<file path="config.mk">
export PLATFORM = sky130hd
export DESIGN_NAME = vng_back
export DESIGN_NICKNAME = d
export VERILOG_FILES = /design/src/sv/vng_pkg.sv /design/src/sv/vng_back.sv
export SDC_FILE = /design/constraint.sdc
export NUM_CORES = 2
export LEC_CHECK = 0
export BUFFER_PORTS_ARGS = -buffer_cell sky130_fd_sc_hd__buf_2
export CAP_MARGIN = 20
export CORE_ASPECT_RATIO = 0.9
export CORE_MARGIN = 2
export CORE_UTILIZATION = 45
export DETAILED_ROUTE_END_ITERATION = 8
export PLACE_DENSITY_LB_ADDON = 0.25
export SYNTH_ARGS = -nofsm -noshare
export SYNTH_HDL_FRONTEND = slang
export SYNTH_SLANG_ARGS = --single-unit
</file>
<file path="constraint.sdc">
create_clock -name clk -period 22.7 [get_ports clk]
set_input_delay 3.405 -clock clk [delete_from_list [all_inputs] [get_ports clk]]
set_output_delay 3.405 -clock clk [all_outputs]
set_load 0.01 [all_outputs]
</file>
<file path="src/sv/vng_pkg.sv">
package vng_pkg;

    localparam int PIXEL_BITS_DEF = 12;
    localparam int FIELD_BITS = 12;
    localparam int GRAD_BITS = 16;
    localparam int GAIN_BITS = 8;
    localparam int DIRS = 8;

    localparam logic [0:0] REG_K1_GAIN = 1'b0;
    localparam logic [0:0] REG_K2_GAIN = 1'b1;
    localparam logic [GAIN_BITS-1:0] K1_RESET = 8'd24;
    localparam logic [GAIN_BITS-1:0] K2_RESET = 8'd8;
    localparam logic [15:0] THR_SAT = 16'hffff;

    typedef struct packed {
        logic [FIELD_BITS-1:0] pixel_row0;
        logic [FIELD_BITS-1:0] pixel_row1;
        logic [FIELD_BITS-1:0] pixel_row2;
        logic [FIELD_BITS-1:0] pixel_row3;
        logic [FIELD_BITS-1:0] pixel_row4;
        logic                  line_start;
        logic                  green_centre;
    } in_item_t;

    typedef struct packed {
        logic [7:0]  direction_mask;
        logic [3:0]  direction_count;
        logic [15:0] gradient_threshold;
    } out_item_t;

    // Gradient set handed from the window front to the threshold back end.
    typedef struct packed {
        logic [DIRS-1:0][GRAD_BITS-1:0] grad;
    } grad_set_t;

    // Absolute difference of two pixels.
    function automatic logic [GRAD_BITS-1:0] adiff(input logic [FIELD_BITS-1:0] a,
                                                   input logic [FIELD_BITS-1:0] b);
        logic [GRAD_BITS-1:0] ea;
        logic [GRAD_BITS-1:0] eb;
        ea = {{(GRAD_BITS-FIELD_BITS){1'b0}}, a};
        eb = {{(GRAD_BITS-FIELD_BITS){1'b0}}, b};
        return (ea > eb) ? ea - eb : eb - ea;
    endfunction

    // Halved absolute difference.
    function automatic logic [GRAD_BITS-1:0] hdiff(input logic [FIELD_BITS-1:0] a,
                                                   input logic [FIELD_BITS-1:0] b);
        return adiff(a, b) >> 1;
    endfunction

endpackage

</file>
<file path="src/sv/vng_back.sv">
module vng_back
    import vng_pkg::*;
(
    input  logic                 clk,
    input  logic                 rst_n,
    input  logic [GAIN_BITS-1:0] k1_gain,
    input  logic [GAIN_BITS-1:0] k2_gain,
    input  logic                 q_valid,
    output logic                 q_ready,
    input  grad_set_t            q_data,
    output logic                 out_valid,
    input  logic                 out_ready,
    output out_item_t            out_data
);

    // Stage A: min and max; stage B: gains; stage C: threshold and mask.
    logic                 a_v_reg, b_v_reg, c_v_reg;
    grad_set_t            a_g_reg, b_g_reg;
    logic [GRAD_BITS-1:0] a_mn_reg, a_mx_reg;
    logic [GRAD_BITS+GAIN_BITS-1:0] b_p1_reg, b_p2_reg;
    out_item_t            c_reg;
    logic                 adv_c, adv_b, adv_a;
    logic [GRAD_BITS-1:0] mn, mx;
    logic [GRAD_BITS+GAIN_BITS:0] sum;
    logic [GRAD_BITS+GAIN_BITS-4:0] acc;
    logic [15:0]          thr;
    logic [7:0]           msk;
    logic [3:0]           cnt;

    assign adv_c   = !c_v_reg || out_ready;
    assign adv_b   = !b_v_reg || adv_c;
    assign adv_a   = !a_v_reg || adv_b;
    assign q_ready = adv_a;
    assign out_valid = c_v_reg;
    assign out_data  = c_reg;

    always_comb
    begin
        mn = q_data.grad[0];
        mx = q_data.grad[0];
        for (int i = 1; i < DIRS; i++)
        begin
            if (q_data.grad[i] < mn) mn = q_data.grad[i];
            if (q_data.grad[i] > mx) mx = q_data.grad[i];
        end
    end

    always_comb
    begin
        sum = {1'b0, b_p1_reg} + {1'b0, b_p2_reg};
        acc = sum[GRAD_BITS+GAIN_BITS:4];
        thr = (acc > {{(GRAD_BITS+GAIN_BITS-19){1'b0}}, THR_SAT}) ? THR_SAT : acc[15:0];
        cnt = '0;
        for (int i = 0; i < DIRS; i++)
        begin
            msk[i] = b_g_reg.grad[i] < thr;
            cnt    = cnt + {3'b0, msk[i]};
        end
    end

    always_ff @(posedge clk or negedge rst_n)
    begin
        if (!rst_n)
        begin
            a_v_reg <= 1'b0;
            b_v_reg <= 1'b0;
            c_v_reg <= 1'b0;
        end
        else
        begin
            if (adv_a) a_v_reg <= q_valid;
            if (adv_b) b_v_reg <= a_v_reg;
            if (adv_c) c_v_reg <= b_v_reg;
        end
    end

    always_ff @(posedge clk)
    begin
        if (adv_a && q_valid)
        begin
            a_g_reg  <= q_data;
            a_mn_reg <= mn;
            a_mx_reg <= mx;
        end
        if (adv_b && a_v_reg)
        begin
            b_g_reg  <= a_g_reg;
            b_p1_reg <= a_mn_reg * k1_gain;
            b_p2_reg <= (a_mx_reg - a_mn_reg) * k2_gain;
        end
        if (adv_c && b_v_reg)
        begin
            c_reg.direction_mask     <= msk;
            c_reg.direction_count    <= cnt;
            c_reg.gradient_threshold <= thr;
        end
    end

endmodule

</file>
==> summary.md <==
| Metric | Value |
|---|---|
| Post-Synthesis Net Count | roughly 3700 |
| RePlAce Congestion | about 0.98 |
| Maximum root-to-sink buffer count | 3 |
| Final nets | a little under 4000 |
| CTS sink count | 367 |
| Final hold violations | 0 |
| Die area | slightly above 70000 sq um |
| Worst Tran Pin Value | around 1.2 ns |
| RSZ-0062 raised after global routing | false |
| Final core occ | between 50% and 60% |
| Commonest non-fill, non-tap cells in the layout | inv_1, ha_1, edfxtp_1 |
| Worst Path Required | 23.09 ns |
| Synth Register Bits | between 300 and 400 |
| Worst Setup Path Type | input pin to register |
| CP startpoint kind | input pin |
| Relative max-transition margin | about 17% |
| Slowest-stage cell, CP | or4_1 |
| Die width | roughly 280 um |
| Register area share after synthesis | a little over a third |
| Ratio of cells with drive above 1 in the final layout | around an eighth |
| Max-cap violation count | 0 |
| Final Skew | about 0.017 ns |
| Iter 0 DRT Violations | ~1800 |
| Hold buffer count at CTS | 0 |
| Number of global-route vias before repair | about 23000 |
| Hold WS | 0.4110 ns |
| Tmin final | around 21 ns |
| Post-route ant nets | 0 |
| Post-synthesis cell count | 2930 |
| Core ar. | slightly below 70000 sq um |
| Hold crit path type | register to register |
| Most common cell after layout, fill and taps aside | inv_1 |
| GR Overflow Total | 0 |
| Latest clock arrival within the worst-skew pair | ~0.57 ns |
| WL final | between 80000 and 90000 um |
| Die Ht | roughly 250 um |
| Worst-path clk slew | 0.06 ns |
| Area delta synth->final | 11.24% |
| Crit path largest cell delay | between 0.6 and 0.7 ns |
| Setup TNS | 0 ns |
| Htree depth | 2 |
| Most used cell, CP | a21oi_1 |
| Row Count | approximately 90 |
| Initial antenna violation count | 4 |
| Yosys cell types | 71 |
| All-Layer GR Usage | around a quarter |
| Largest net degree at the start of global routing | 81 |
| TritonCTS Buffers | between 40 and 50 |
| CTS tree | built |
| DR pass1 iterations | 5 |
| Initial core utilization | 45.67% |
| Ys Warns | 0 |
| IO Count | roughly 180 |
| Post-Syn Area | between 30000 and 40000 sq um |
| Synthesized area per cell | 10.74 sq um |
| First-pass GRT wire length | 135100 um |
| Crit. End Element | register |
| Avg Vias per Cell | 5.523 |
| Via count | 22566 |
| Fmax | 0.04684 GHz |
| DR DRC count | 0 |
| Critical Path Fanout Max | 21 |
| Routed length per instance | 21.86 um |
| Post-CTS resize count | 0 |
| Post-CTS Setup Repair Bufs | 0 |
| CTS Root Cell | clkbuf_16 |
| Post-synth EDFFs | 364 |
| Count of final setup violators | 0 |
| Tcrit/Tclk final | between 90% and 100% |
| Final worst setup slack | ~1.4 ns |
| Top FF cell, synth | edfxtp_1 |
| Pre-CTS setup slack | approximately 0.16 ns |
| Status | completed |
| Crit path DAT | 21.74 ns |
| Ys async rst share | less than 1% |
| Port buffer count | roughly 180 |
| Fin. max-slew vios | 0 |
| Final HPWL DP | roughly 72000 um |
## critical path: cells and delay by family
family / cells / cell delay [ns]
buffers and inverters: 10 / 1.70
adders and majority gates: 7 / 2.04
muxes: 6 / 2.01
AOI/OAI and AO/OA: 42 / 9.04
and+or+nand+nor: 23 / 3.46
## stage by stage
step | cells | area [sq um]
2_1_floorplan | 2930 | 31460
3_3_place_gp | 4003 | 33480
3_5_place_dp | 4003 | 33480
4_1_cts | 4081 | 34910
5_1_grt | 4085 | 34990
6_report | 4086 | 35000
## cell type report
type | count | area (sq um)
antenna | 2 | 5.005
clock buffer | 51 | 1137
clock inverter | 27 | 285.3
fill | 6164 | 33890
inverter | 472 | 1772
multi-input combinational | 2037 | 18540
sequential | 367 | 11010
tap | 930 | 1164
timing repair buffer | 200 | 1084
## cell usage after synthesis, drive strengths merged, types with 14 or more instances
library cell  instances  area (sq um)
a31oi                14         87.58
nor2b                49         306.5
nand2               212         795.8
a21oi               153         765.7
mux2                 89          1006
mux2i                87         870.8
ha                  446          5580
a21boi               16         120.1
and2                142         888.4
nand4                53         346.6
or2                  19         118.9
o21ai               111         555.5
nand2b               35         219.0
nor3                 14         80.08
xnor2                48         420.4
o221ai               17         205.2
inv                 472          1772
xor2                 20         175.2
nand3                21         105.1
a21o                 65         488.0
clkbuf               45         168.9
fa                  192          3844
edfxtp              364         10930
o21a                 15         112.6
nor2                111         416.7
## final timing paths
check,from,endpoint,slack (ns),depth (start not counted)
worst max-delay path,q_data[11],a_mx_reg[10],1.35,88
worst min-delay path,a_g_reg[19],b_g_reg[19],0.41,0
worst max register to register,b_p1_reg[1],out_data[18],13.28,36
worst min register to register,a_g_reg[19],b_g_reg[19],0.41,0
max in group asynchronous,rst_n,out_valid,19.95,1
min in group asynchronous,rst_n,a_v_reg,2.64,1
## logic make-up (layout without fill, tap and decap cells)
family          after synthesis  count (layout)  synth area share, %
buf+inv                     527             750                6.331
flops                       367             367                34.98
xor+xnor                     68              68                1.893
compound gates              467             468                9.668
other cells                   0               2                    0
fa+ha+maj                   639             639                29.99
mux                         176             176                5.966
simple gates                686             686                11.17
## routing by layer
| layer | wire, um | vias to the layer above | share of wire, % | track usage (%) |
|---|---|---|---|---|
| met4 | 3363 | 4 | 3.8 | 9.781 |
| met1 | 39980 | 11091 | 45 | 34.78 |
| met3 | 5677 | 179 | 6.4 | 3.560 |
| met5 | 27 | - | 0.030 | 0 |
| met2 | 40260 | 748 | 45 | 39.78 |
| li1 | - | 10544 | - | - |
Power is left out: the tool's default activity adds up to more than one toggle a clock period on the data nets, which glitch-free logic cannot reach.
