$ cat src/sv/vng_pkg.sv
package vng_pkg;

    localparam int PIXEL_BITS_DEF = 12;
    localparam int FIELD_BITS = 12;
    localparam int GRAD_BITS = 16;
    localparam int GAIN_BITS = 8;
    localparam int DIRS = 8;

    localparam logic [0:0] REG_K1_GAIN = 1'b0;
    localparam logic [0:0] REG_K2_GAIN = 1'b1;
    localparam logic [GAIN_BITS-1:0] K1_RESET = 8'd24;
    localparam logic [GAIN_BITS-1:0] K2_RESET = 8'd8;
    localparam logic [15:0] THR_SAT = 16'hffff;

    typedef struct packed {
        logic [FIELD_BITS-1:0] pixel_row0;
        logic [FIELD_BITS-1:0] pixel_row1;
        logic [FIELD_BITS-1:0] pixel_row2;
        logic [FIELD_BITS-1:0] pixel_row3;
        logic [FIELD_BITS-1:0] pixel_row4;
        logic                  line_start;
        logic                  green_centre;
    } in_item_t;

    typedef struct packed {
        logic [7:0]  direction_mask;
        logic [3:0]  direction_count;
        logic [15:0] gradient_threshold;
    } out_item_t;

    // Gradient set handed from the window front to the threshold back end.
    typedef struct packed {
        logic [DIRS-1:0][GRAD_BITS-1:0] grad;
    } grad_set_t;

    // Absolute difference of two pixels.
    function automatic logic [GRAD_BITS-1:0] adiff(input logic [FIELD_BITS-1:0] a,
                                                   input logic [FIELD_BITS-1:0] b);
        logic [GRAD_BITS-1:0] ea;
        logic [GRAD_BITS-1:0] eb;
        ea = {{(GRAD_BITS-FIELD_BITS){1'b0}}, a};
        eb = {{(GRAD_BITS-FIELD_BITS){1'b0}}, b};
        return (ea > eb) ? ea - eb : eb - ea;
    endfunction

    // Halved absolute difference.
    function automatic logic [GRAD_BITS-1:0] hdiff(input logic [FIELD_BITS-1:0] a,
                                                   input logic [FIELD_BITS-1:0] b);
        return adiff(a, b) >> 1;
    endfunction

endpackage

$ cat src/sv/vng_front.sv
module vng_front
    import vng_pkg::*;
#(
    parameter int PIXEL_BITS = PIXEL_BITS_DEF
)(
    input  logic      clk,
    input  logic      rst_n,
    input  logic      in_valid,
    output logic      in_ready,
    input  in_item_t  in_data,
    output logic      q_valid,
    input  logic      q_ready,
    output grad_set_t q_data
);

    localparam logic [FIELD_BITS-1:0] PMASK = FIELD_BITS'((1 << PIXEL_BITS) - 1);

    // Four previous columns, column 0 oldest.
    logic [FIELD_BITS-1:0] win_reg [4][5];
    logic [2:0]            held_reg;
    logic                  v_reg;
    grad_set_t             g_reg;
    grad_set_t             g_next;
    logic [FIELD_BITS-1:0] p [26];
    logic [FIELD_BITS-1:0] cur [5];
    logic [2:0]            held;
    logic                  accept;
    logic                  green;

    assign in_ready = !v_reg || q_ready;
    assign accept   = in_valid && in_ready;
    assign q_valid  = v_reg;
    assign q_data   = g_reg;

    always_comb
    begin
        cur[0] = in_data.pixel_row0 & PMASK;
        cur[1] = in_data.pixel_row1 & PMASK;
        cur[2] = in_data.pixel_row2 & PMASK;
        cur[3] = in_data.pixel_row3 & PMASK;
        cur[4] = in_data.pixel_row4 & PMASK;
        held   = in_data.line_start ? 3'd0 : held_reg;
        green  = in_data.green_centre;
        p[0] = '0;
        for (int r = 0; r < 5; r++)
        begin
            for (int c = 0; c < 4; c++)
                p[r*5+c+1] = win_reg[c][r];
            p[r*5+5] = cur[r];
        end
    end

    // Eight directional gradients.
    always_comb
    begin
        g_next.grad[0] = adiff(p[3],p[13]) + adiff(p[8],p[18]) + hdiff(p[7],p[17])
                       + hdiff(p[9],p[19]) + hdiff(p[2],p[12]) + hdiff(p[4],p[14]);
        g_next.grad[2] = adiff(p[14],p[12]) + adiff(p[15],p[13]) + hdiff(p[9],p[7])
                       + hdiff(p[19],p[17]) + hdiff(p[10],p[8]) + hdiff(p[20],p[18]);
        g_next.grad[4] = adiff(p[18],p[8]) + adiff(p[23],p[13]) + hdiff(p[19],p[9])
                       + hdiff(p[17],p[7]) + hdiff(p[24],p[14]) + hdiff(p[22],p[12]);
        g_next.grad[6] = adiff(p[12],p[14]) + adiff(p[11],p[13]) + hdiff(p[17],p[19])
                       + hdiff(p[7],p[9]) + hdiff(p[16],p[18]) + hdiff(p[6],p[8]);
        if (green)
        begin
            g_next.grad[1] = adiff(p[9],p[17]) + adiff(p[5],p[13])
                           + adiff(p[4],p[12]) + adiff(p[10],p[18]);
            g_next.grad[3] = adiff(p[19],p[7]) + adiff(p[25],p[13])
                           + adiff(p[20],p[8]) + adiff(p[24],p[12]);
            g_next.grad[5] = adiff(p[17],p[9]) + adiff(p[21],p[13])
                           + adiff(p[22],p[14]) + adiff(p[16],p[8]);
            g_next.grad[7] = adiff(p[7],p[19]) + adiff(p[1],p[13])
                           + adiff(p[6],p[18]) + adiff(p[2],p[14]);
        end
        else
        begin
            g_next.grad[1] = adiff(p[9],p[17]) + adiff(p[5],p[13]) + hdiff(p[8],p[12])
                           + hdiff(p[14],p[18]) + hdiff(p[4],p[8]) + hdiff(p[10],p[14]);
            g_next.grad[3] = adiff(p[19],p[7]) + adiff(p[25],p[13]) + hdiff(p[14],p[8])
                           + hdiff(p[18],p[12]) + hdiff(p[20],p[14]) + hdiff(p[24],p[18]);
            g_next.grad[5] = adiff(p[17],p[9]) + adiff(p[21],p[13]) + hdiff(p[18],p[14])
                           + hdiff(p[12],p[8]) + hdiff(p[22],p[18]) + hdiff(p[16],p[12]);
            g_next.grad[7] = adiff(p[7],p[19]) + adiff(p[1],p[13]) + hdiff(p[12],p[18])
                           + hdiff(p[8],p[14]) + hdiff(p[6],p[12]) + hdiff(p[2],p[8]);
        end
    end

    // Column shift line and count.
    always_ff @(posedge clk or negedge rst_n)
    begin
        if (!rst_n)
        begin
            held_reg <= '0;
            v_reg    <= 1'b0;
            for (int c = 0; c < 4; c++)
                for (int r = 0; r < 5; r++)
                    win_reg[c][r] <= '0;
        end
        else
        begin
            if (q_ready)
                v_reg <= 1'b0;
            if (accept)
            begin
                for (int c = 0; c < 3; c++)
                    win_reg[c] <= win_reg[c+1];
                win_reg[3] <= cur;
                held_reg   <= (held >= 3'd4) ? 3'd4 : held + 3'd1;
                v_reg      <= (held >= 3'd4);
            end
        end
    end

    always_ff @(posedge clk)
    begin
        if (accept)
            g_reg <= g_next;
    end

endmodule

$ cat config.mk
export PLATFORM = sky130hd
export DESIGN_NAME = vng_front
export DESIGN_NICKNAME = d
export VERILOG_FILES = /design/src/sv/vng_pkg.sv /design/src/sv/vng_front.sv
export SDC_FILE = /design/constraint.sdc
export NUM_CORES = 2
export LEC_CHECK = 0
export ABC_AREA = 1
export BUFFER_PORTS_ARGS = -buffer_cell sky130_fd_sc_hd__buf_2
export CAP_MARGIN = 20
export CORE_AREA = 2 2 445 447
export DETAILED_ROUTE_END_ITERATION = 7
export DIE_AREA = 0 0 447 449
export GPL_TIMING_DRIVEN = 0
export PLACE_DENSITY = 0.62
export SLEW_MARGIN = 10
export SYNTH_ARGS = -nofsm -noshare
export SYNTH_HDL_FRONTEND = slang
export SYNTH_SLANG_ARGS = --single-unit
$ cat constraint.sdc
create_clock -name clk -period 21.5 [get_ports clk]
set_input_delay 2.15 -clock clk [delete_from_list [all_inputs] [get_ports clk]]
set_output_delay 2.15 -clock clk [all_outputs]
set_load 0.005 [all_outputs]
==> flow_metrics.tcl <==
set metrics [dict create \
    status "complete, no violations" \
    arrival_ps 9830 \
    regArea_mm2 0.0100 \
    dp_slack_ps 11570 \
    hold_violations 0 \
    synth.area.top_cells "ha_1, fa_1, nand2_1" \
    avgViaCountPerCell 6.01 \
    async_flop_share 0.656 \
    crit_path_end_kind "register" \
    post_drt_wl_per_cell_um 30.6 \
    numCtsBuffers 51 \
    grt_pass1_wl_um 658000 \
    track_usage 0.467 \
    nets 14900 \
    cap_violations 0 \
    ant_nets 0 \
    drive_gt1_frac 0.0667 \
    syn-num-nets 14600 \
    worst_r2r_path_depth 31 \
    cp_top_family "adder cells" \
    r2r_setup_slack_ps 12260 \
    drc 0 \
    timing.final.crit_share 0.434 \
    cts_root_buf "clkbuf_16" \
    crit_slowest_cell "xor2_1" \
    first_pass_iters 7 \
    clk_latency_ps 770 \
    multi_input_area_mm2 0.0678 \
    place_area_mm2 0.0945 \
    slowest_delay_ps 780 \
    synth_most_common_cell "nand2_1" \
    relSlewSlack 0.158 \
    crit_fanout 10 \
    setup_violations 0 \
    hold_class "reg -> reg" \
    post_cts_buffers 0 \
    numClockSinks 372 \
    rsz0062_at_grt "false" \
    drt-initial-drc-count 12500 \
    ys_types 82 \
    area_growth_pct 9.97 \
    grt_pass1_vias 87300 \
    ioPinCount 196 \
    worstMarginPinSlew_ps 1250 \
    synth_top_area_frac 0.184 \
    worstSetupStartpointType "primary input" \
    synth_top_flop_cell "dfrtp_1" \
    ys_warn_count 0 \
    fillers 20200 \
    fin_crit_ps 9330 \
    die-area_mm2 0.201 \
    ctsResizeCount 0 \
    path_buf_inv 6 \
    path_class "in -> reg" \
    finClkSkew_ps 56.0 \
    clkSlewWorstSetupHoldPaths_ps 60 \
    ctsHoldBuffers 0 \
    core-area_mm2 0.196 \
    start_util 0.447 \
    finalSetupTns_ps 0 \
    cts_tree "built" \
    ys_seq_elements 372 \
    fin_area_mm2 0.0964 \
    fmax_mhz 107 \
    post_synth.cell_area_avg_um2 6.92 \
    cpMostUsedCell "nand2_1" \
    reg2reg_from "p[73]" \
    synth_common_cells "nand2_1, inv_1, ha_1" \
    place_congestion 1.12 \
    grt_overflow 0 \
    cts_buffer_depth 3 \
    synthCells 12700 \
    totalWireLength_um 482000 \
    grt_max_degree 104 \
    cp.depth 41 \
    synth_top_area_cell "ha_1" \
    final.setup.worst_slack_ps 12170 \
    rows 163 \
    hpwl_um 405000 \
    slew_violations 0 \
    ctsHtreeMaxLevel 2 \
    fp.dieW_um 447 \
    critPathRequiredTime_ps 22000 \
    port_buffers 195 \
    syn_area_mm2 0.0877 \
    num_vias 94900 \
    ys_seq_area_frac 0.113 \
    rr_endpoint "q_data[124]" \
    synth_edf_count 128 \
    worstSetupStartpoint "in_data[52]" \
    endpoint "q_data[31]" \
    largest_reg_flops 240 \
    antenna_found_initial 82 \
    die_y_um 449 \
]
area by class of cell:
cell class | count | area share
Multi-Input combinational cell | 9760 | 0.703
Sequential cell | 372 | 0.104
Inverter | 2194 | 0.0855
Timing Repair Buffer | 311 | 0.0357
Tap cell | 2640 | 0.0343
Buffer | 340 | 0.0182
Clock buffer | 65 | 0.0144
Clock inverter | 31 | 0.00361
Antenna cell | 70 | 0.00182
per-layer routing:
metal / up-vias / part of all wire / global-route usage
met3: 1402 / 0.13 / 0.150
met5: - / 0.00050 / 0
met1: 45200 / 0.39 / 0.599
met4: 38 / 0.089 / 0.351
met2: 6469 / 0.40 / 0.647
li1: 41800 / - / -
worst min path at each step:
stage	slack, ps	to	cells after the start	start
after floorplan	450	held_reg[2]	2	held_reg[2]
after global placement	480	held_reg[2]	2	held_reg[2]
after detailed placement	490	held_reg[2]	2	held_reg[2]
after CTS	500	held_reg[2]	2	held_reg[2]
after global routing	530	held_reg[2]	2	held_reg[2]
final	500	held_reg[2]	2	held_reg[2]
cells in the final DEF (no fill, tap or decap), types with 51 or more instances in the layout:
cell / instances
clkbuf_16: 52
nand4_1: 54
ha_1: 1290
diode_2: 70
fa_1: 544
a21oi_1: 1288
nand2_1: 2690
edfxtp_1: 128
a21o_1: 79
buf_12: 74
clkbuf_1: 141
inv_1: 2116
a221oi_1: 59
o21ai_0: 1045
nor3_1: 63
xnor2_1: 216
o21bai_1: 61
nand3_1: 402
dfrtp_2: 51
inv_2: 75
nor2_1: 712
dfrtp_1: 192
buf_2: 301
o21ai_1: 140
xor2_1: 600
worst register-to-register path: cells and delay by family (launching register included):
kind | cells | cell delay [ps]
compound gates | 10 | 2580
flops | 1 | 840
xor+xnor | 1 | 680
simple gates | 8 | 1030
fa+ha+maj | 6 | 2640
buf+inv | 6 | 1220
kinds of logic after synthesis:
family | after synthesis | synth area share
simple gates | 4064 | 0.188
compound gates | 3010 | 0.190
buf+inv | 2534 | 0.114
fa+ha+maj | 1834 | 0.308
xor+xnor | 816 | 0.0815
flops | 372 | 0.113
mux | 36 | 0.00414
per-stage QoR:
| stage | utilization | std cells | hold slack (ps) |
|---|---|---|---|
| after floorplan | - | 12700 | 453 |
| after global placement | 0.469 | 15500 | 479 |
| after detailed placement | 0.482 | 15600 | 490 |
| after CTS | 0.490 | 15700 | 504 |
| after global routing | 0.491 | 15700 | 534 |
| final | 0.492 | 15800 | 499 |
Power is not shown: default switching activity piles up to over one toggle a cycle in this logic, so the estimate is an artifact.
