===== config.mk =====
export PLATFORM = sky130hd
export DESIGN_NAME = vng_queue
export DESIGN_NICKNAME = d
export VERILOG_FILES = /design/src/sv/vng_pkg.sv /design/src/sv/vng_queue.sv
export SDC_FILE = /design/constraint.sdc
export NUM_CORES = 1
export LEC_CHECK = 0
export BUFFER_PORTS_ARGS = -buffer_cell sky130_fd_sc_hd__buf_2
export CORE_ASPECT_RATIO = 0.75
export CORE_MARGIN = 10
export CORE_UTILIZATION = 30
export DETAILED_ROUTE_END_ITERATION = 8
export GPL_TIMING_DRIVEN = 1
export MAX_ROUTING_LAYER = met4
export SYNTH_ARGS = -nofsm -noshare
export SYNTH_HDL_FRONTEND = slang
export SYNTH_SLANG_ARGS = --single-unit

===== constraint.sdc =====
create_clock -name clk -period 11.45 [get_ports clk]
set_input_delay 1.145 -clock clk [delete_from_list [all_inputs] [get_ports clk]]
set_output_delay 1.145 -clock clk [all_outputs]
set_load 0.005 [all_outputs]

===== src/sv/vng_pkg.sv =====
package vng_pkg;

    localparam int PIXEL_BITS_DEF = 12;
    localparam int FIELD_BITS = 12;
    localparam int GRAD_BITS = 16;
    localparam int GAIN_BITS = 8;
    localparam int DIRS = 8;

    localparam logic [0:0] REG_K1_GAIN = 1'b0;
    localparam logic [0:0] REG_K2_GAIN = 1'b1;
    localparam logic [GAIN_BITS-1:0] K1_RESET = 8'd24;
    localparam logic [GAIN_BITS-1:0] K2_RESET = 8'd8;
    localparam logic [15:0] THR_SAT = 16'hffff;

    typedef struct packed {
        logic [FIELD_BITS-1:0] pixel_row0;
        logic [FIELD_BITS-1:0] pixel_row1;
        logic [FIELD_BITS-1:0] pixel_row2;
        logic [FIELD_BITS-1:0] pixel_row3;
        logic [FIELD_BITS-1:0] pixel_row4;
        logic                  line_start;
        logic                  green_centre;
    } in_item_t;

    typedef struct packed {
        logic [7:0]  direction_mask;
        logic [3:0]  direction_count;
        logic [15:0] gradient_threshold;
    } out_item_t;

    // Gradient set handed from the window front to the threshold back end.
    typedef struct packed {
        logic [DIRS-1:0][GRAD_BITS-1:0] grad;
    } grad_set_t;

    // Absolute difference of two pixels.
    function automatic logic [GRAD_BITS-1:0] adiff(input logic [FIELD_BITS-1:0] a,
                                                   input logic [FIELD_BITS-1:0] b);
        logic [GRAD_BITS-1:0] ea;
        logic [GRAD_BITS-1:0] eb;
        ea = {{(GRAD_BITS-FIELD_BITS){1'b0}}, a};
        eb = {{(GRAD_BITS-FIELD_BITS){1'b0}}, b};
        return (ea > eb) ? ea - eb : eb - ea;
    endfunction

    // Halved absolute difference.
    function automatic logic [GRAD_BITS-1:0] hdiff(input logic [FIELD_BITS-1:0] a,
                                                   input logic [FIELD_BITS-1:0] b);
        return adiff(a, b) >> 1;
    endfunction

endpackage


===== src/sv/vng_queue.sv =====
module vng_queue
    import vng_pkg::*;
(
    input  logic      clk,
    input  logic      rst_n,
    input  logic      in_valid,
    output logic      in_ready,
    input  grad_set_t in_data,
    output logic      out_valid,
    input  logic      out_ready,
    output grad_set_t out_data
);

    // Two-entry queue between front and back.
    grad_set_t  mem_reg [2];
    logic       wp_reg;
    logic       rp_reg;
    logic [1:0] cnt_reg;
    logic       push;
    logic       pop;

    assign in_ready  = cnt_reg != 2'd2;
    assign out_valid = cnt_reg != 2'd0;
    assign out_data  = mem_reg[rp_reg];
    assign push = in_valid && in_ready;
    assign pop  = out_valid && out_ready;

    always_ff @(posedge clk or negedge rst_n)
    begin
        if (!rst_n)
        begin
            wp_reg  <= 1'b0;
            rp_reg  <= 1'b0;
            cnt_reg <= '0;
        end
        else
        begin
            if (push)
                wp_reg <= !wp_reg;
            if (pop)
                rp_reg <= !rp_reg;
            cnt_reg <= cnt_reg + {1'b0, push} - {1'b0, pop};
        end
    end

    always_ff @(posedge clk)
    begin
        if (push)
            mem_reg[wp_reg] <= in_data;
    end

endmodule


==> results of run 1 <==
## worst min-delay path by stage
stage	to	slack, ps
floorplan	wp_reg$_DFFE_PN0P_	460
global placement	wp_reg$_DFFE_PN0P_	540
detailed placement	wp_reg$_DFFE_PN0P_	550
CTS	rp_reg$_DFFE_PN0P_	390
global route	rp_reg$_DFFE_PN0P_	390
finish	rp_reg$_DFFE_PN0P_	430
## metrics by stage
| stage | cells | setup slack [ps] | utilization | power, uW | hold slack [ps] |
|---|---|---|---|---|---|
| floorplan | 420 | 4300 | - | 1890 | 460 |
| global placement | 1078 | 8220 | 0.359 | 2220 | 539 |
| global route | 1126 | 7590 | 0.385 | 3140 | 393 |
| CTS | 1123 | 7660 | 0.385 | 3040 | 391 |
| finish | 1126 | 7740 | 0.385 | 2970 | 427 |
| detailed placement | 1078 | 8240 | 0.359 | 2220 | 552 |
## per-layer routing
metal / up-vias / wire length (um) / share of wire
li1: 2248 / - / -
met1: 2439 / 9320 / 0.42
met2: 161 / 10700 / 0.49
met3: 29 / 1580 / 0.072
met4: 0 / 385 / 0.018
met5: - / 0 / 0
## final cells by class
cell class,count,area [um2]
Fill cell,2919,19200
Clock inverter,12,87.6
Sequential cell,260,7790
Multi-Input combinational cell,146,1580
Tap cell,406,508
Clock buffer,33,698
Timing Repair Buffer,266,1360
Antenna cell,3,7.51
## cells by family (layout without fill, tap and decap cells)
family          count (synthesis)  count (layout)
flops                         260             260
mux                           128             128
buf+inv                        14             311
simple gates                   11              11
compound gates                  3               3
xor+xnor                        3               3
fa+ha+maj                       1               1
other cells                     0               3
## power breakdown
group	total, uW	internal (uW)	switching [uW]
Clock	794	451	342
Combinational	799	386	413
Sequential	1380	1300	71.7
## cell usage in the layout (no fill, tap or decap), drive strengths merged, types with 2 or more instances in the layout
master | Yosys | final
buf | 14 | 266
clkbuf | 0 | 33
clkinv | 0 | 8
clkinvlp | 0 | 2
dfrtp | 4 | 4
diode | 0 | 3
edfxtp | 256 | 256
mux2 | 128 | 128
nand2 | 2 | 2
nor2 | 3 | 3
xnor2 | 3 | 3
## worst reg2reg max path, stage by stage, from the launching register on
cell      delay [ps]
dfrtp_1          430
nand2b_1         190
and3_4           570
buf_4            680
## cell usage after synthesis, types with 2 or more instances
cell type and n:
edfxtp_1 256, mux2_2 128, buf_6 12, dfrtp_1 4, nor2_1 3, xnor2_1 3
nand2_1 2
==> results.toml, run 1 <==
[outcome]
run_status = "finished clean"

[clocking]
tritoncts = "done"
clock_latency_ps = 540
cts_sinks = 260
clockBufferDepth = 3
ctsResizeCount = 0
htreeDepth = 1
post_cts_buffers = 0
root_buffer = "clkbuf_16"
cts_buffers = 27
ctsHoldBuffers = 0
path_clk_slew_ps = 60

[yosys]
synth_top_family_by_area = "multiplexers"
synth.top_cells.by_area = "edfxtp_1, mux2_2, buf_6, dfrtp_1, xnor2_1"
synthesis.nets = 553
muxShareOfSynthArea = 0.152
synth-seq-area-share = 0.820
ys_ff_latch = 260
avgSynthCellArea_um2 = 22.6
synth_cell_types = 19
synth_top_area_frac = 0.809
yosysTopAreaCell = "edfxtp_1"
synthArstFlopShare = 0.0154
synth_ff_type = "edfxtp_1"
synthCells = 420
synth_compound_area_frac = 0.00250
synth_adder_area_share = 0.00132
yosysWarningCount = 0
synthSimpleGateAreaFrac = 0.00632
synth_edf_count = 256
synth_xor_area_frac = 0.00277
mappedNetlistArea_um2 = 9500

[global_route]
grt_max_degree = 129
antenna_found_initial = 4
grt_overflow_total = 0
grt_use_met1 = 0.132
grt_pass1_wl_mm = 32.5
top_usage_layer = "met2"
first_global_vias = 5365
met2_usage = 0.178
grt_usage = 0.111
gr-usage-met3 = 0.0362

[timing]
setup_violations = 0
fin_tns_setup_ps = 0
finClkSkew_ps = 17.8
worst_slew_pin_slew_ps = 932
slew_viol_final = 0
min_period_ps = 3710
post-route-period-util = 0.324
max_freq_ghz = 0.270
grt_setup_unrepaired = "no"
hold_viol_final = 0
max_slew_margin = 0.379

[setup_path]
worstSetupStartpointType = "register"
worst_setup_path_end_kind = "output port"
rr_startpoint = "cnt_reg[0]$_DFF_PN0_"
rr_worst_depth = 3
cp-endpoint = "out_data[73]"
cp_top_family = "buffers and inverters"
crit_buf_inv = 2
critical_path_class = "register to output port"
critPathMaxStageDelay_ps = 750
cp_slowest_cell = "dfrtp_4"
reg2reg_slack_ps = 9210
startpoint = "rp_reg$_DFFE_PN0P_"
worstPathRequired_ps = 10310
cp_max_fo = 49
cp.depth = 3
worstPathCellList = "buf_4, mux2_2, buf_2"
crit_arrival_ps = 2560
reg2reg_to = "mem_reg[1][61]$_DFFE_PP_"

[min_path]
hp-class = "input pin to asynchronous set/reset pin"

[floorplanning]
fp.dieW_um = 225
die_area_um2 = 39300
ios = 262
rows = 56
die_h_um = 174
start_util = 0.304
coreArea_um2 = 31300

[routing]
drc_errors = 0
drtIter0Drc = 228
viasPerCell = 4.33
vias = 4877
finalWirelength_mm = 22.0
wl_per_cell_um = 19.5
firstDrtPassIters = 4
ant_nets = 0

[layout]
finalNetCount = 834
area_delta_synth_final_pct = 26.6
finish.instance_area_um2 = 12000
drive_gt1_frac = 0.604
largest_reg_flops = 256

[power]
p_leak_uw = 0.00441
max-vdd-ir-drop_mv = 0.113
power_density_nw_per_um2 = 247

[run]
drv_cap = 0

[placement]
gp_congestion = 0.729
place_area_um2 = 11200
port_buffers = 261
dp.final_hpwl_mm = 14.7
No activity file was read; power rests on OpenSTA's default activity.
==> inputs of run 2 (changes only) <==
- clock period: 11.45 -> 3.7 ns (I/O delays scaled with it)
==> run 2 against run 1 <==
  * Register-to-register slack worse by 7600 ps
  * Final cell count grew 5.7%
  * Largest cell class unchanged
  * Global-route usage down 0.30 points
  * Utilization rose by 2.3 points
  * Critical endpoint is now out_data[52]
  * Hold slack got worse by 390 ps
  * Die area did not move
  * Routed wire length is 3.1% lower
  * Via count is 3.9% higher
  * Critical path type unchanged
  * Sequential power rose to 3.0 times the previous value
  * Largest power group unchanged
==> results.toml, run 2 (synthesis gave the netlist of run 1 again) <==
[layout]
area_delta_synth_final_pct = 34.0
fin_util = 0.407
finish.instance_area_um2 = 12700
largest_reg_flops = 256
fillers = 2882
final_common_cell = "buf_2"
drive_gt1_frac = 0.556
layout.cells.most_common_list = "buf_2, edfxtp_1, mux2_2"
finalNetCount = 896

[clocking]
cts_sinks = 260
clock_latency_ps = 530
clockBufferDepth = 3
cts_buffers = 27
root_buffer = "clkbuf_16"
path_clk_slew_ps = 60
tritoncts = "done"
ctsResizeCount = 0
htreeDepth = 1

[floorplanning]
ios = 262
die_h_um = 174
fp.dieW_um = 225
coreArea_um2 = 31300
rows = 56
die_area_um2 = 39300
start_util = 0.304

[placement]
gp_congestion = 0.698
port_buffers = 261
dp.final_hpwl_mm = 13.8
place_area_um2 = 11300

[routing]
ant_nets = 0
finalWirelength_mm = 21.3
drc_errors = 0
viasPerCell = 4.26
firstDrtPassIters = 4
drtIter0Drc = 302
vias = 5069
wl_per_cell_um = 17.9

[setup_path]
reg2reg_slack_ps = 1570
rr_worst_depth = 3
crit_buf_inv = 2
worstPathRequired_ps = 3330
rr_startpoint = "cnt_reg[0]$_DFF_PN0_"
cp_max_fo = 50
startpoint = "rp_reg$_DFFE_PN0P_"
cp_slowest_cell = "buf_4"
cp_top_family = "buffers and inverters"
worstPathCellList = "buf_4, mux2_2, buf_2"
reg2reg_to = "mem_reg[1][51]$_DFFE_PP_"
cp-endpoint = "out_data[52]"
critPathMaxStageDelay_ps = 530
critical_path_class = "register to output port"
worstSetupStartpointType = "register"
cp.depth = 3
worst_setup_path_end_kind = "output port"
crit_arrival_ps = 2120

[global_route]
grt_pass1_wl_mm = 32.4
grt_usage = 0.108
first_global_vias = 5529
grt_max_degree = 129
antenna_found_initial = 1
grt_overflow_total = 0

[timing]
min_period_ps = 2490
grt_setup_unrepaired = "no"
max_slew_margin = 0.465
hold_viol_final = 0
slew_viol_final = 0
setup_violations = 0
finClkSkew_ps = 8.50
fin_tns_setup_ps = 0
max_freq_ghz = 0.401
worst_slew_pin_slew_ps = 802
post-route-period-util = 0.674

[min_path]
hp-class = "input pin to register"

[outcome]
run_status = "finished clean"

[power]
p_leak_uw = 0.00471
power_density_nw_per_um2 = 739
max-vdd-ir-drop_mv = 0.409

[run]
drv_cap = 0
-- run 2: cell count changes in the layout (fill, tap and decap cells not counted) --
cell           change
inv_6              -1
buf_12             +2
diode_2            -2
buf_4              -2
clkinv_2           +1
dlygate4sd3_1     +62
bufinv_16          +2
clkbuf_1           +2
-- run 2: stage by stage --
| stage | cells | hold WS, ps | total power, uW | setup slack (ps) |
|---|---|---|---|---|
| 6_report | 1190 | 35.3 | 9400 | 1210 |
| 5_1_grt | 1190 | 1.26 | 9940 | 1100 |
| 4_1_cts | 1189 | 0.209 | 9600 | 1150 |
| 3_5_place_dp | 1078 | 186 | 6880 | 1540 |
| 3_3_place_gp | 1078 | 182 | 6850 | 1580 |
| 2_1_floorplan | 420 | 74.4 | 5790 | 711 |
-- run 2: layout make-up --
class	instances	area, um2	share of cell area
sequential	260	7790	0.612
timing repair buffer	328	2000	0.157
multi-input combinational	146	1580	0.124
clock buffer	35	706	0.0554
tap	406	508	0.0399
clock inverter	14	144	0.0113
antenna	1	2.50	0.000197
-- run 2: layer usage --
metal,vias up,GRT usage,wire length [um]
met4,0,0.0272,531
met5,-,-,0
met2,181,0.167,9820
met1,2475,0.128,8930
met3,44,0.0442,2000
li1,2369,-,-
-- run 2: report_power, final --
part           switching [uW]  internal [uW]  total (uW)
registers                 138           4030        4170
logic                    1360           1260        2630
clock network            1060           1550        2610
-- run 2: worst min-delay path by stage --
stage / startpoint / endpoint / slack (ps) / depth (start not counted)
2_1_floorplan: rst_n / cnt_reg[0]$_DFF_PN0_ / 70 / 0
3_3_place_gp: rst_n / wp_reg$_DFFE_PN0P_ / 180 / 1
3_5_place_dp: rst_n / wp_reg$_DFFE_PN0P_ / 190 / 1
4_1_cts: in_data[38] / mem_reg[1][38]$_DFFE_PP_ / 0.2 / 1
5_1_grt: in_data[96] / mem_reg[1][96]$_DFFE_PP_ / 1 / 1
6_report: in_data[96] / mem_reg[1][96]$_DFFE_PP_ / 40 / 1
-- run 2: timing repair --
action                    CTS  global route
hold endpoints to repair  120             0
hold buffers               62             0
buffers inserted            0             0
-- run 2: worst reg2reg max path: cells and delay by family, from the launching register on --
kind                   cells  cell delay [ps]
AND/OR/NAND/NOR            2              850
buffers and inverters      1              490
flip-flops                 1              430
